## src/rtl/core/jsu_pkg.sv

```systemverilog
// shared types, constants and helpers for the json string unescaper
`default_nettype none
package jsu_pkg;

    localparam logic [2:0] KIND_DATA    = 3'd0;
    localparam logic [2:0] KIND_END     = 3'd1;
    localparam logic [2:0] KIND_BAD_ESC = 3'd2;
    localparam logic [2:0] KIND_BAD_HEX = 3'd3;
    localparam logic [2:0] KIND_SURR    = 3'd4;
    localparam logic [2:0] KIND_UNTERM  = 3'd5;

    localparam logic [7:0] CH_QUOTE = 8'h22;
    localparam logic [7:0] CH_BSLASH = 8'h5C;
    localparam logic [7:0] CH_SLASH = 8'h2F;
    localparam logic [7:0] CH_B = 8'h62;
    localparam logic [7:0] CH_F = 8'h66;
    localparam logic [7:0] CH_N = 8'h6E;
    localparam logic [7:0] CH_R = 8'h72;
    localparam logic [7:0] CH_T = 8'h74;
    localparam logic [7:0] CH_U = 8'h75;

    localparam logic [7:0] CTL_BS = 8'h08;
    localparam logic [7:0] CTL_FF = 8'h0C;
    localparam logic [7:0] CTL_LF = 8'h0A;
    localparam logic [7:0] CTL_CR = 8'h0D;
    localparam logic [7:0] CTL_TAB = 8'h09;

    // results caused by one input word, byte 0 goes out first
    typedef struct packed {
        logic [1:0] cnt;
        logic [2:0] kind;
        logic [7:0] b2;
        logic [7:0] b1;
        logic [7:0] b0;
    } t_res;

    // {ok, digit value}
    function automatic logic [4:0] hex_digit(input logic [7:0] c);
        logic [4:0] r;
        r = 5'd0;
        if (c >= 8'h30 && c <= 8'h39) begin
            r = {1'b1, 4'(c - 8'h30)};
        end else if (c >= 8'h61 && c <= 8'h66) begin
            r = {1'b1, 4'(c - 8'h57)};
        end else if (c >= 8'h41 && c <= 8'h46) begin
            r = {1'b1, 4'(c - 8'h37)};
        end
        return r;
    endfunction

endpackage
`default_nettype wire

```

## src/rtl/core/jsu_decode.sv

```systemverilog
// escape state machine and per-word decode into a result group
`default_nettype none
module jsu_decode
    import jsu_pkg::*;
(
    input  wire logic       i_clk,
    input  wire logic       i_rst_n,
    input  wire logic       i_accept,
    input  wire logic [7:0] i_in_byte,
    input  wire logic       i_input_end,
    output t_res            o_res
);

    typedef enum logic [2:0] {
        M_NORMAL = 3'd0,
        M_ESC    = 3'd1,
        M_HEX0   = 3'd2,
        M_HEX1   = 3'd3,
        M_HEX2   = 3'd4,
        M_HEX3   = 3'd5
    } t_mode;

    t_mode       r_mode, n_mode;
    logic [11:0] r_acc, n_acc;
    t_res        res;
    logic [4:0]  hd;
    logic [15:0] cp;

    assign hd = hex_digit(i_in_byte);
    assign cp = {r_acc, hd[3:0]};

    always_comb begin
        n_mode = r_mode;
        n_acc  = r_acc;
        res    = '0;
        if (i_input_end) begin
            n_mode   = M_NORMAL;
            n_acc    = '0;
            res.cnt  = 2'd1;
            res.kind = KIND_UNTERM;
        end else begin
            unique case (r_mode)
                M_ESC: begin
                    n_mode   = M_NORMAL;
                    res.cnt  = 2'd1;
                    res.kind = KIND_DATA;
                    case (i_in_byte) inside
                        CH_QUOTE, CH_BSLASH, CH_SLASH: res.b0 = i_in_byte;
                        CH_B: res.b0 = CTL_BS;
                        CH_F: res.b0 = CTL_FF;
                        CH_N: res.b0 = CTL_LF;
                        CH_R: res.b0 = CTL_CR;
                        CH_T: res.b0 = CTL_TAB;
                        CH_U: begin
                            n_mode  = M_HEX0;
                            n_acc   = '0;
                            res.cnt = 2'd0;
                        end
                        default: begin
                            n_acc    = '0;
                            res.kind = KIND_BAD_ESC;
                        end
                    endcase
                end
                M_HEX0, M_HEX1, M_HEX2: begin
                    if (!hd[4]) begin
                        n_mode   = M_NORMAL;
                        n_acc    = '0;
                        res.cnt  = 2'd1;
                        res.kind = KIND_BAD_HEX;
                    end else begin
                        n_mode = t_mode'(r_mode + 3'd1);
                        n_acc  = {r_acc[7:0], hd[3:0]};
                    end
                end
                M_HEX3: begin
                    n_mode   = M_NORMAL;
                    n_acc    = '0;
                    res.kind = KIND_DATA;
                    if (!hd[4]) begin
                        res.cnt  = 2'd1;
                        res.kind = KIND_BAD_HEX;
                    end else if (cp[15:7] == 9'd0) begin
                        res.cnt = 2'd1;
                        res.b0  = cp[7:0];
                    end else if (cp[15:11] == 5'd0) begin
                        res.cnt = 2'd2;
                        res.b0  = {3'b110, cp[10:6]};
                        res.b1  = {2'b10, cp[5:0]};
                    end else if (cp[15:11] == 5'b11011) begin
                        res.cnt  = 2'd1;
                        res.kind = KIND_SURR;
                    end else begin
                        res.cnt = 2'd3;
                        res.b0  = {4'b1110, cp[15:12]};
                        res.b1  = {2'b10, cp[11:6]};
                        res.b2  = {2'b10, cp[5:0]};
                    end
                end
                default: begin
                    res.cnt = 2'd1;
                    if (i_in_byte == CH_QUOTE) begin
                        n_mode   = M_NORMAL;
                        n_acc    = '0;
                        res.kind = KIND_END;
                    end else if (i_in_byte == CH_BSLASH) begin
                        n_mode  = M_ESC;
                        res.cnt = 2'd0;
                    end else begin
                        n_mode   = M_NORMAL;
                        res.kind = KIND_DATA;
                        res.b0   = i_in_byte;
                    end
                end
            endcase
        end
    end

    assign o_res = res;

    always_ff @(posedge i_clk) begin
        if (!i_rst_n) begin
            r_mode <= M_NORMAL;
            r_acc  <= '0;
        end else if (i_accept) begin
            r_mode <= n_mode;
            r_acc  <= n_acc;
        end
    end

endmodule
`default_nettype wire

```

## src/rtl/core/jsu_outq.sv

```systemverilog
// result register that sends a group of up to three bytes one word at a time
`default_nettype none
module jsu_outq
    import jsu_pkg::*;
(
    input  wire logic       i_clk,
    input  wire logic       i_rst_n,
    input  wire logic       i_load,
    input  wire t_res       i_res,
    input  wire logic       i_out_ready,
    output logic            o_can_load,
    output logic            o_out_valid,
    output logic [7:0]      o_out_byte,
    output logic [2:0]      o_kind,
    output logic            o_last
);

    logic [1:0] r_cnt;
    logic [2:0] r_kind;
    logic [7:0] r_b0, r_b1, r_b2;
    logic       pop;

    assign pop         = (r_cnt != 2'd0) && i_out_ready;
    assign o_can_load  = (r_cnt == 2'd0) || (r_cnt == 2'd1 && i_out_ready);
    assign o_out_valid = r_cnt != 2'd0;
    assign o_out_byte  = r_b0;
    assign o_kind      = r_kind;
    assign o_last      = r_cnt == 2'd1;

    always_ff @(posedge i_clk) begin
        if (!i_rst_n) begin
            r_cnt <= 2'd0;
        end else if (i_load && i_res.cnt != 2'd0) begin
            r_cnt <= i_res.cnt;
        end else if (pop) begin
            r_cnt <= r_cnt - 2'd1;
        end
    end

    always_ff @(posedge i_clk) begin
        if (i_load && i_res.cnt != 2'd0) begin
            r_kind <= i_res.kind;
            r_b0   <= i_res.b0;
            r_b1   <= i_res.b1;
            r_b2   <= i_res.b2;
        end else if (pop) begin
            r_b0 <= r_b1;
            r_b1 <= r_b2;
        end
    end

endmodule
`default_nettype wire

```

## src/rtl/core/json_string_unescape_utf8.sv

```systemverilog
// top level of the json string body unescaper with utf-8 output
// Takes one raw byte of a JSON string body per word and gives the unescaped
// bytes, one per output word; a \uXXXX escape expands to one to three UTF-8
// bytes on its last hex digit, and string end or an error gives one word with
// a status kind and a zero byte. Each input word is decoded in the cycle it is
// accepted and its results land in a result register, so a word can be taken
// every cycle while each word yields at most one byte and the output is ready.
// The result register holds one group: after a word that yields two or three
// bytes, input is held off while the group drains. A stalled output holds off
// input until the last word of the pending group is taken.
`default_nettype none
module json_string_unescape_utf8
    import jsu_pkg::*;
(
    input  wire logic       i_clk,
    input  wire logic       i_rst_n,
    input  wire logic       i_in_valid,
    output logic            o_in_ready,
    input  wire logic [7:0] i_in_byte,
    input  wire logic       i_input_end,
    output logic            o_out_valid,
    input  wire logic       i_out_ready,
    output logic [7:0]      o_out_byte,
    output logic [2:0]      o_kind,
    output logic            o_last
);

    t_res res;
    logic accept;

    assign accept = i_in_valid && o_in_ready;

    jsu_decode u_decode (
        .i_clk       (i_clk),
        .i_rst_n     (i_rst_n),
        .i_accept    (accept),
        .i_in_byte   (i_in_byte),
        .i_input_end (i_input_end),
        .o_res       (res)
    );

    jsu_outq u_outq (
        .i_clk       (i_clk),
        .i_rst_n     (i_rst_n),
        .i_load      (accept),
        .i_res       (res),
        .i_out_ready (i_out_ready),
        .o_can_load  (o_in_ready),
        .o_out_valid (o_out_valid),
        .o_out_byte  (o_out_byte),
        .o_kind      (o_kind),
        .o_last      (o_last)
    );

`ifndef SYNTH
    a_status_single: assert property (@(posedge i_clk) disable iff (!i_rst_n)
        o_out_valid && o_kind != KIND_DATA |-> o_last && o_out_byte == 8'd0)
        else $error("status word not alone");

    a_hold_in: assert property (@(posedge i_clk) disable iff (!i_rst_n)
        o_out_valid && !o_last |-> !o_in_ready)
        else $error("input taken while group pending");

    a_kind_range: assert property (@(posedge i_clk) disable iff (!i_rst_n)
        o_out_valid |-> o_kind <= KIND_UNTERM)
        else $error("kind out of range");
`endif

endmodule
`default_nettype wire

```

## config.mk

```make
export PLATFORM = sky130hd
export DESIGN_NAME = json_string_unescape_utf8
export DESIGN_NICKNAME = d
export VERILOG_FILES = /design/src/rtl/core/jsu_pkg.sv /design/src/rtl/core/jsu_decode.sv /design/src/rtl/core/jsu_outq.sv /design/src/rtl/core/json_string_unescape_utf8.sv
export SDC_FILE = /design/constraint.sdc
export NUM_CORES = 1
export LEC_CHECK = 0
export BUFFER_PORTS_ARGS = -buffer_cell sky130_fd_sc_hd__buf_2
export CAP_MARGIN = 20
export CORE_UTILIZATION = 60
export CTS_CLUSTER_DIAMETER = 60
export CTS_CLUSTER_SIZE = 24
export DETAILED_ROUTE_END_ITERATION = 10
export PLACE_DENSITY_LB_ADDON = 0.12
export SLEW_MARGIN = 20
export SYNTH_ARGS = -nofsm -noshare
export SYNTH_HDL_FRONTEND = slang
export SYNTH_SLANG_ARGS = --single-unit
```

## constraint.sdc

```tcl
create_clock -name i_clk -period 5.5 [get_ports i_clk]
set_input_delay 0.275 -clock i_clk [delete_from_list [all_inputs] [get_ports i_clk]]
set_output_delay 0.275 -clock i_clk [all_outputs]
set_load 0.03 [all_outputs]
```

==> summary.md, run 1 <==
| Metric | Value |
|---|---|
| GRT overflow | 0 |
| CTS tree | done |
| Worst Setup EP | u_outq.r_b1[3]$_DFFE_PP_ |
| Setup slack, reg-to-reg | ~2.6 ns |
| PortBufs | 26 |
| Worst-path clk slew | ~0.09 ns |
| Static Leak | between 1 and 1.5 nW |
| Worst-margin pin slew | 1.001 ns |
| Core ar. | approximately 0.0045 mm2 |
| HP Class | primary input to register |
| Synth top area share | 0.2581 |
| Cell taking the most area after synthesis | edfxtp_1 |
| Worst Setup Start Kind | register |
| DRT Wirelength | 6861 um |
| Largest net degree at the start of global routing | 24 |
| Fmax | between 0.3 and 0.4 GHz |
| Yosys Warn Count | 0 |
| Final hold vios | 0 |
| Post-synthesis net count | approximately 340 |
| First-pass GRT wire length | approximately 11000 um |
| Async set-or-reset flop fraction in the synthesized netlist | 0 |
| Die width | about 72 um |
| GPL Wtd Cong | between 0.9 and 1 |
| Vias | 2553 |
| RR Endpoint | u_outq.r_b1[3]$_DFFE_PP_ |
| Final min period | 2.927 ns |
| Share of the yosys chip area belonging to registers | 0.3751 |
| Synthesis-to-layout area growth | 7.742% |
| Overall Global Routing Usage | 0.2866 |
| Synth unique cells | 66 |
| Detailed Place HPWL | between 5000 and 6000 um |
| Post_cts resized | 0 |
| Crit end category | register |
| Starting DRT DRC Count | between 400 and 500 |
| Via-to-Cell Ratio | around 6.6 |
| Setup ws final | roughly 2.6 ns |
| Post-Syn Area | between 0.002 and 0.003 mm2 |
| Status | finished clean |
| Final Total Pwr | approximately 0.76 mW |
| Initial Util | 0.6458 |
| DR WL/cell | roughly 18 um |
| R2R depth | 7 |
| Die ar. | around 0.005 mm2 |
| Post-layout util | 0.6958 |
| Root Buffer | clkbuf_8 |
| Diode count | 0 |
| Share of layout cells above drive strength 1 | 0.1742 |
| First-pass detailed-route iteration total | 5 |
| Synth top area cells | edfxtp_1 26%, dfxtp_1 12%, nand2_1 5.5% |
| Dpl ws | around 2.3 ns |
| Yosys reg bits | 42 |
| IO Count | 27 |
| Synth Instances | 310 |
| Setup TNS Final | 0 ns |
| CTS Buf Count | 5 |
| Antenna-violating nets left | 0 |
| Worst Setup SP | u_decode.r_acc[6]$_SDFFE_PN0P_ |
| Worst slew margin | 0.3255 |
| Setup bufs post-CTS | 0 |
| R2R Path Start | u_decode.r_acc[6]$_SDFFE_PN0P_ |
| Number of flops mapped to enable cells by yosys | 25 |
| DRC | 0 |
| # setup viols final | 0 |
| H-tree levels | 2 |
| Cts hold-fix bufs | 0 |
| Peak supply drop | 0.0001615 V |
| Number of max-cap violations | 0 |
| Die Y | a little over 70 um |
| Num rows | 24 |
| Worst path arrival time | ~3 ns |
| Critical path required time | 5.56 ns |
| Clk buf depth | 2 |
| Final net count | 357 |
| # clock sinks | 42 |
| Antenna violations before repair | 0 |
| Worst skew pair latency | a little over 0.3 ns |
| Top FF cell, synth | edfxtp_1 |
| Avg Cell Area, Syn | approximately 9.4 um2 |
| Crit Path Class | register to register |
| Power density over cell area | roughly 240 mW/mm2 |
| Fin crit share | 0.5322 |
| RSZ-0062 raised after global routing | no |
| Fin. max-slew vios | 0 |
| Vias in the first global route | around 2300 |
| Clk_skew | roughly 0.013 ns |
| CP max FO | 23 |
| FILL cells | approximately 350 |
-- registers in the layout, summed over array words and instances (netlist names) --
register,flops
u_outq.o_out_byte,8
u_decode.r_mode,3
u_outq.r_b2,7
u_outq.o_kind,3
u_outq.r_cnt,2
u_decode.r_acc,12
u_outq.r_b1,7
-- power by group --
group	internal, mW	switching (mW)
Combinational	0.0600	0.113
Clock	0.0916	0.117
Sequential	0.372	0.00754
Total	0.524	0.238
-- worst max-delay path, stage by stage, from the launching register on --
cell and delay, ns:
dfxtp_1 0.38, nor4_1 0.85, nor4_1 0.13, a211o_1 0.29, o211a_1 0.22, nand2b_1 0.13, buf_4 0.31, mux2_2 0.38
-- cell families after synthesis --
logic type	synth area share
AND/OR/NAND/NOR	0.2378
adder cells (fa/ha/maj)	0.05161
flip-flops	0.3751
AO/OA/AOI/OAI	0.1927
buffers and inverters	0.04774
multiplexers	0.08904
XOR/XNOR	0.006023
-- cell usage in the layout (no fill, tap or decap), drive strengths merged, types with 2 or more instances in the layout --
cell	n
a22oi	5
ha	12
a31oi	3
o21a	3
and3	8
o21ai	14
or4	2
nor3	10
clkinv	2
a211o	4
o22ai	2
and4	3
nor2	26
mux2	13
nor4	7
xnor2	2
a2bb2oi	2
nand3	3
nand2b	3
nand2	43
dfxtp	17
edfxtp	25
a211oi	2
mux2i	9
o2bb2ai	4
a21o	3
nor2b	5
o211ai	6
inv	14
o211a	2
a21oi	11
nand4	4
buf	29
nor4b	2
nor3b	3
clkbuf	5
and2	3
-- final cells by class --
| cell class | instances | area (um2) | area share |
|---|---|---|---|
| multi-input cells | 240 | 1679 | 0.5357 |
| flip-flops and latches | 42 | 1091 | 0.3481 |
| repair buffers | 29 | 152.6 | 0.04870 |
| clock buffers | 5 | 68.82 | 0.02196 |
| well taps | 52 | 65.06 | 0.02076 |
| inverters | 14 | 52.55 | 0.01677 |
| clock inverters | 3 | 25.02 | 0.007984 |
-- layer usage --
layer  up-vias  track usage  part of all wire
li1       1208            -                 -
met1      1157       0.4093              0.45
met2       163       0.4350              0.44
met3        25      0.05063             0.081
met4         0       0.1111             0.030
met5         -            0                 0
-- cells in the mapped netlist (4+ instances only) --
master	n
a211o_1	4
a21oi_1	11
a22oi_1	5
and3_1	8
clkbuf_1	8
dfxtp_1	17
edfxtp_1	25
ha_1	12
inv_1	13
mux2_2	7
mux2_4	6
mux2i_1	9
nand2_1	43
nand4_1	4
nor2_1	26
nor2b_1	5
nor3_1	9
nor4_1	6
o211ai_1	5
o21ai_0	14
o2bb2ai_1	4
-- worst min path at each step --
stage                                 startpoint  cells past startpoint                              end  slack, ns
finish                                i_in_valid                      3  u_decode.r_mode[0]$_SDFFE_PN0P_       0.29
detailed placement  u_outq.r_b2[7]$_SDFFCE_PP0P_                      1         u_outq.r_b1[7]$_DFFE_PP_       0.51
global route                          i_in_valid                      3  u_decode.r_mode[0]$_SDFFE_PN0P_       0.29
floorplan                             i_in_valid                      2  u_decode.r_mode[0]$_SDFFE_PN0P_       0.43
CTS                                   i_in_valid                      3  u_decode.r_mode[0]$_SDFFE_PN0P_       0.29
global placement    u_outq.r_b2[7]$_SDFFCE_PP0P_                      1         u_outq.r_b1[7]$_DFFE_PP_       0.50
-- metrics by stage --
step | cell area (um2) | hold slack [ns] | instances
finish | 3134 | 0.2887 | 385
global route | 3134 | 0.2927 | 385
CTS | 3134 | 0.2876 | 385
detailed placement | 3040 | 0.5084 | 377
global placement | 3040 | 0.5013 | 377
floorplan | 2909 | 0.4335 | 310
Note: power is estimated with default switching activity, not from simulation.
==> run 2, diff against run 1 <==
==> constraint.sdc (replaced) <==
create_clock -name i_clk -period 2.95 [get_ports i_clk]
set_input_delay 0.1475 -clock i_clk [delete_from_list [all_inputs] [get_ports i_clk]]
set_output_delay 0.1475 -clock i_clk [all_outputs]
set_load 0.03 [all_outputs]
==> summary.md, run 2 (same netlist as run 1, synthesis figures left out) <==
| Metric | Value |
|---|---|
| Final min period | 2.617 ns (-0.3099 ns) |
| Largest reg by FF count | u_decode.r_acc |
| DR WL/cell | 17.59 um (-1.3%) |
| Setup slack, reg-to-reg | 0.33 ns (-2.24 ns) |
| Commonest non-fill, non-tap cell in the layout | nand2_1 |
| Die width | 71.63 um (unchanged) |
| H-tree levels | 2 (unchanged) |
| Overall Global Routing Usage | 0.2863 (-0.0003008) |
| Fin crit share | 0.8872 (+0.3550) |
| Core ar. | 0.004504 mm2 (unchanged) |
| GRT overflow | 0 (unchanged) |
| Fmax | 0.3821 GHz (+12%) |
| GPL Wtd Cong | 0.9798 (+5.1%) |
| Setup bufs post-CTS | 0 (unchanged) |
| Buffers plus inverters on the worst setup path | 1 (unchanged) |
| CP Cell Sequence | or4_1 > nor4_1 > a211o_1 > o211a_1 > nand2b_1 > buf_4 > mux2_4 |
| Number of max-cap violations | 0 (unchanged) |
| Final hold vios | 0 (unchanged) |
| Critical path required time | 3.01 ns (-2.55 ns) |
| Crit end category | register |
| Worst path arrival time | 2.68 ns (-0.31 ns) |
| Starting DRT DRC Count | 249 (-39%) |
| Antenna-violating nets left | 0 (unchanged) |
| Most frequent cells in the layout | 43 x nand2_1, 26 x nor2_1, 26 x buf_2 |
| Die ar. | 0.005131 mm2 (unchanged) |
| Peak supply drop | 0.0003675 V (+130%) |
| Worst slew margin | 0.3030 (-0.02248) |
| Antenna violations before repair | 0 (unchanged) |
| Slowest stage delay, CP | 0.58 ns (-0.27 ns) |
| First-pass GRT wire length | 11240 um (-0.91%) |
| First-pass detailed-route iteration total | 5 (unchanged) |
| # setup viols final | 0 (unchanged) |
| RSZ-0062 raised after global routing | no |
| Fin. max-slew vios | 0 (unchanged) |
| Setup TNS Final | 0 ns (unchanged) |
| CTS tree | done |
| HP Class | primary input to register |
| Vias in the first global route | 2218 (-4.8%) |
| Power density over cell area | 443.1 mW/mm2 (+82%) |
| Clk_skew | 0.008615 ns (-0.004655 ns) |
| IO Count | 27 (unchanged) |
| Final net count | 365 (+2.2%) |
| Vias | 2538 (-0.59%) |
| CP max FO | 15 (-35%) |
| Share of layout cells above drive strength 1 | 0.1994 (+0.02524) |
| Die Y | 71.63 um (unchanged) |
| Largest delay share family, worst path | simple AND/OR/NAND/NOR gates |
| Worst-margin pin slew | 1.035 ns (+0.03336 ns) |
| FILL cells | 372 (+5.1%) |
| PortBufs | 26 (unchanged) |
| # clock sinks | 42 (unchanged) |
| Synthesis-to-layout area growth | 10.02% |
| Static Leak | 1.224 nW (+3.0%) |
| Worst-path clk slew | 0.09 ns (about the same) |
| Root Buffer | clkbuf_8 |
| Num rows | 24 (unchanged) |
| Crit Path Class | register to register |
| Initial Util | 0.6458 (unchanged) |
| Largest net degree at the start of global routing | 19 (-21%) |
| Worst Setup Start Kind | register |
| Diode count | 0 (unchanged) |
| Worst hold slack | 0.1910 ns (-0.09770 ns) |
| CTS Buf Count | 5 (unchanged) |
| DRT Wirelength | 6912 um (+0.74%) |
| Via-to-Cell Ratio | 6.458 (-2.6%) |
| Clk buf depth | 2 (unchanged) |
| Detailed Place HPWL | 5341 um (+4.5%) |
| Worst skew pair latency | 0.30 ns (about the same) |
| Max reg flops | 12 (unchanged) |
| DRC | 0 (unchanged) |
| Status | finished clean |
| Cts hold-fix bufs | 0 (unchanged) |
| Post_cts resized | 0 (unchanged) |
| Worst path slowest cell | or4_1 |
-- run 2: area by class of cell --
cell class / count / area (um2) / share of cell area
Timing Repair Buffer: 37 / 212.7 / 0.06646
Inverter: 14 / 52.55 / 0.01642
Clock buffer: 5 / 68.82 / 0.02150
Multi-Input combinational cell: 240 / 1687 / 0.5270
Tap cell: 52 / 65.06 / 0.02033
Clock inverter: 3 / 23.77 / 0.007428
Sequential cell: 42 / 1091 / 0.3409
-- run 2: routing by layer --
metal	vias to the layer above	wire [um]	global-route usage	share of wire
met3	14	635	0.05767	0.092
met4	0	126	0.07843	0.018
met5	-	0	0	0
met2	124	3107	0.4361	0.45
met1	1175	3042	0.4165	0.44
li1	1225	-	-	-
-- run 2: final timing paths --
| check | cells after the start | to | from |
|---|---|---|---|
| worst min register to register | 2 | u_decode.r_mode[1]$_SDFFE_PN0P_ | u_decode.r_mode[1]$_SDFFE_PN0P_ |
| worst max register to register | 7 | u_outq.o_out_byte[2]$_DFFE_PP_ | u_decode.r_acc[7]$_SDFFE_PN0P_ |
| worst min-delay path | 3 | u_decode.r_mode[0]$_SDFFE_PN0P_ | i_in_valid |
| worst max-delay path | 7 | u_outq.o_out_byte[2]$_DFFE_PP_ | u_decode.r_acc[7]$_SDFFE_PN0P_ |
-- run 2: per-stage QoR --
step	std cells	setup WS [ns]	instance area, um2	util	power (mW)
6_report	393	0.3329	3201	0.7106	1.418
5_1_grt	393	0.1415	3201	0.7106	1.476
4_1_cts	393	0.3555	3201	0.7106	1.423
3_5_place_dp	385	0.1715	3108	0.6900	1.051
3_3_place_gp	385	0.2417	3108	0.6900	1.043
2_1_floorplan	310	0.1279	2917	-	0.9717
-- run 2: report_power, final --
part	internal, mW	leakage, nW	switching (mW)
clock network	0.169	0.0408	0.211
logic	0.120	0.796	0.211
registers	0.694	0.387	0.0134
total	0.983	1.22	0.436
-- run 2: worst min-delay path, stage by stage --
cell and delay, ns:
buf_2 0.12, nand4_1 0.08, a21boi_0 0.09
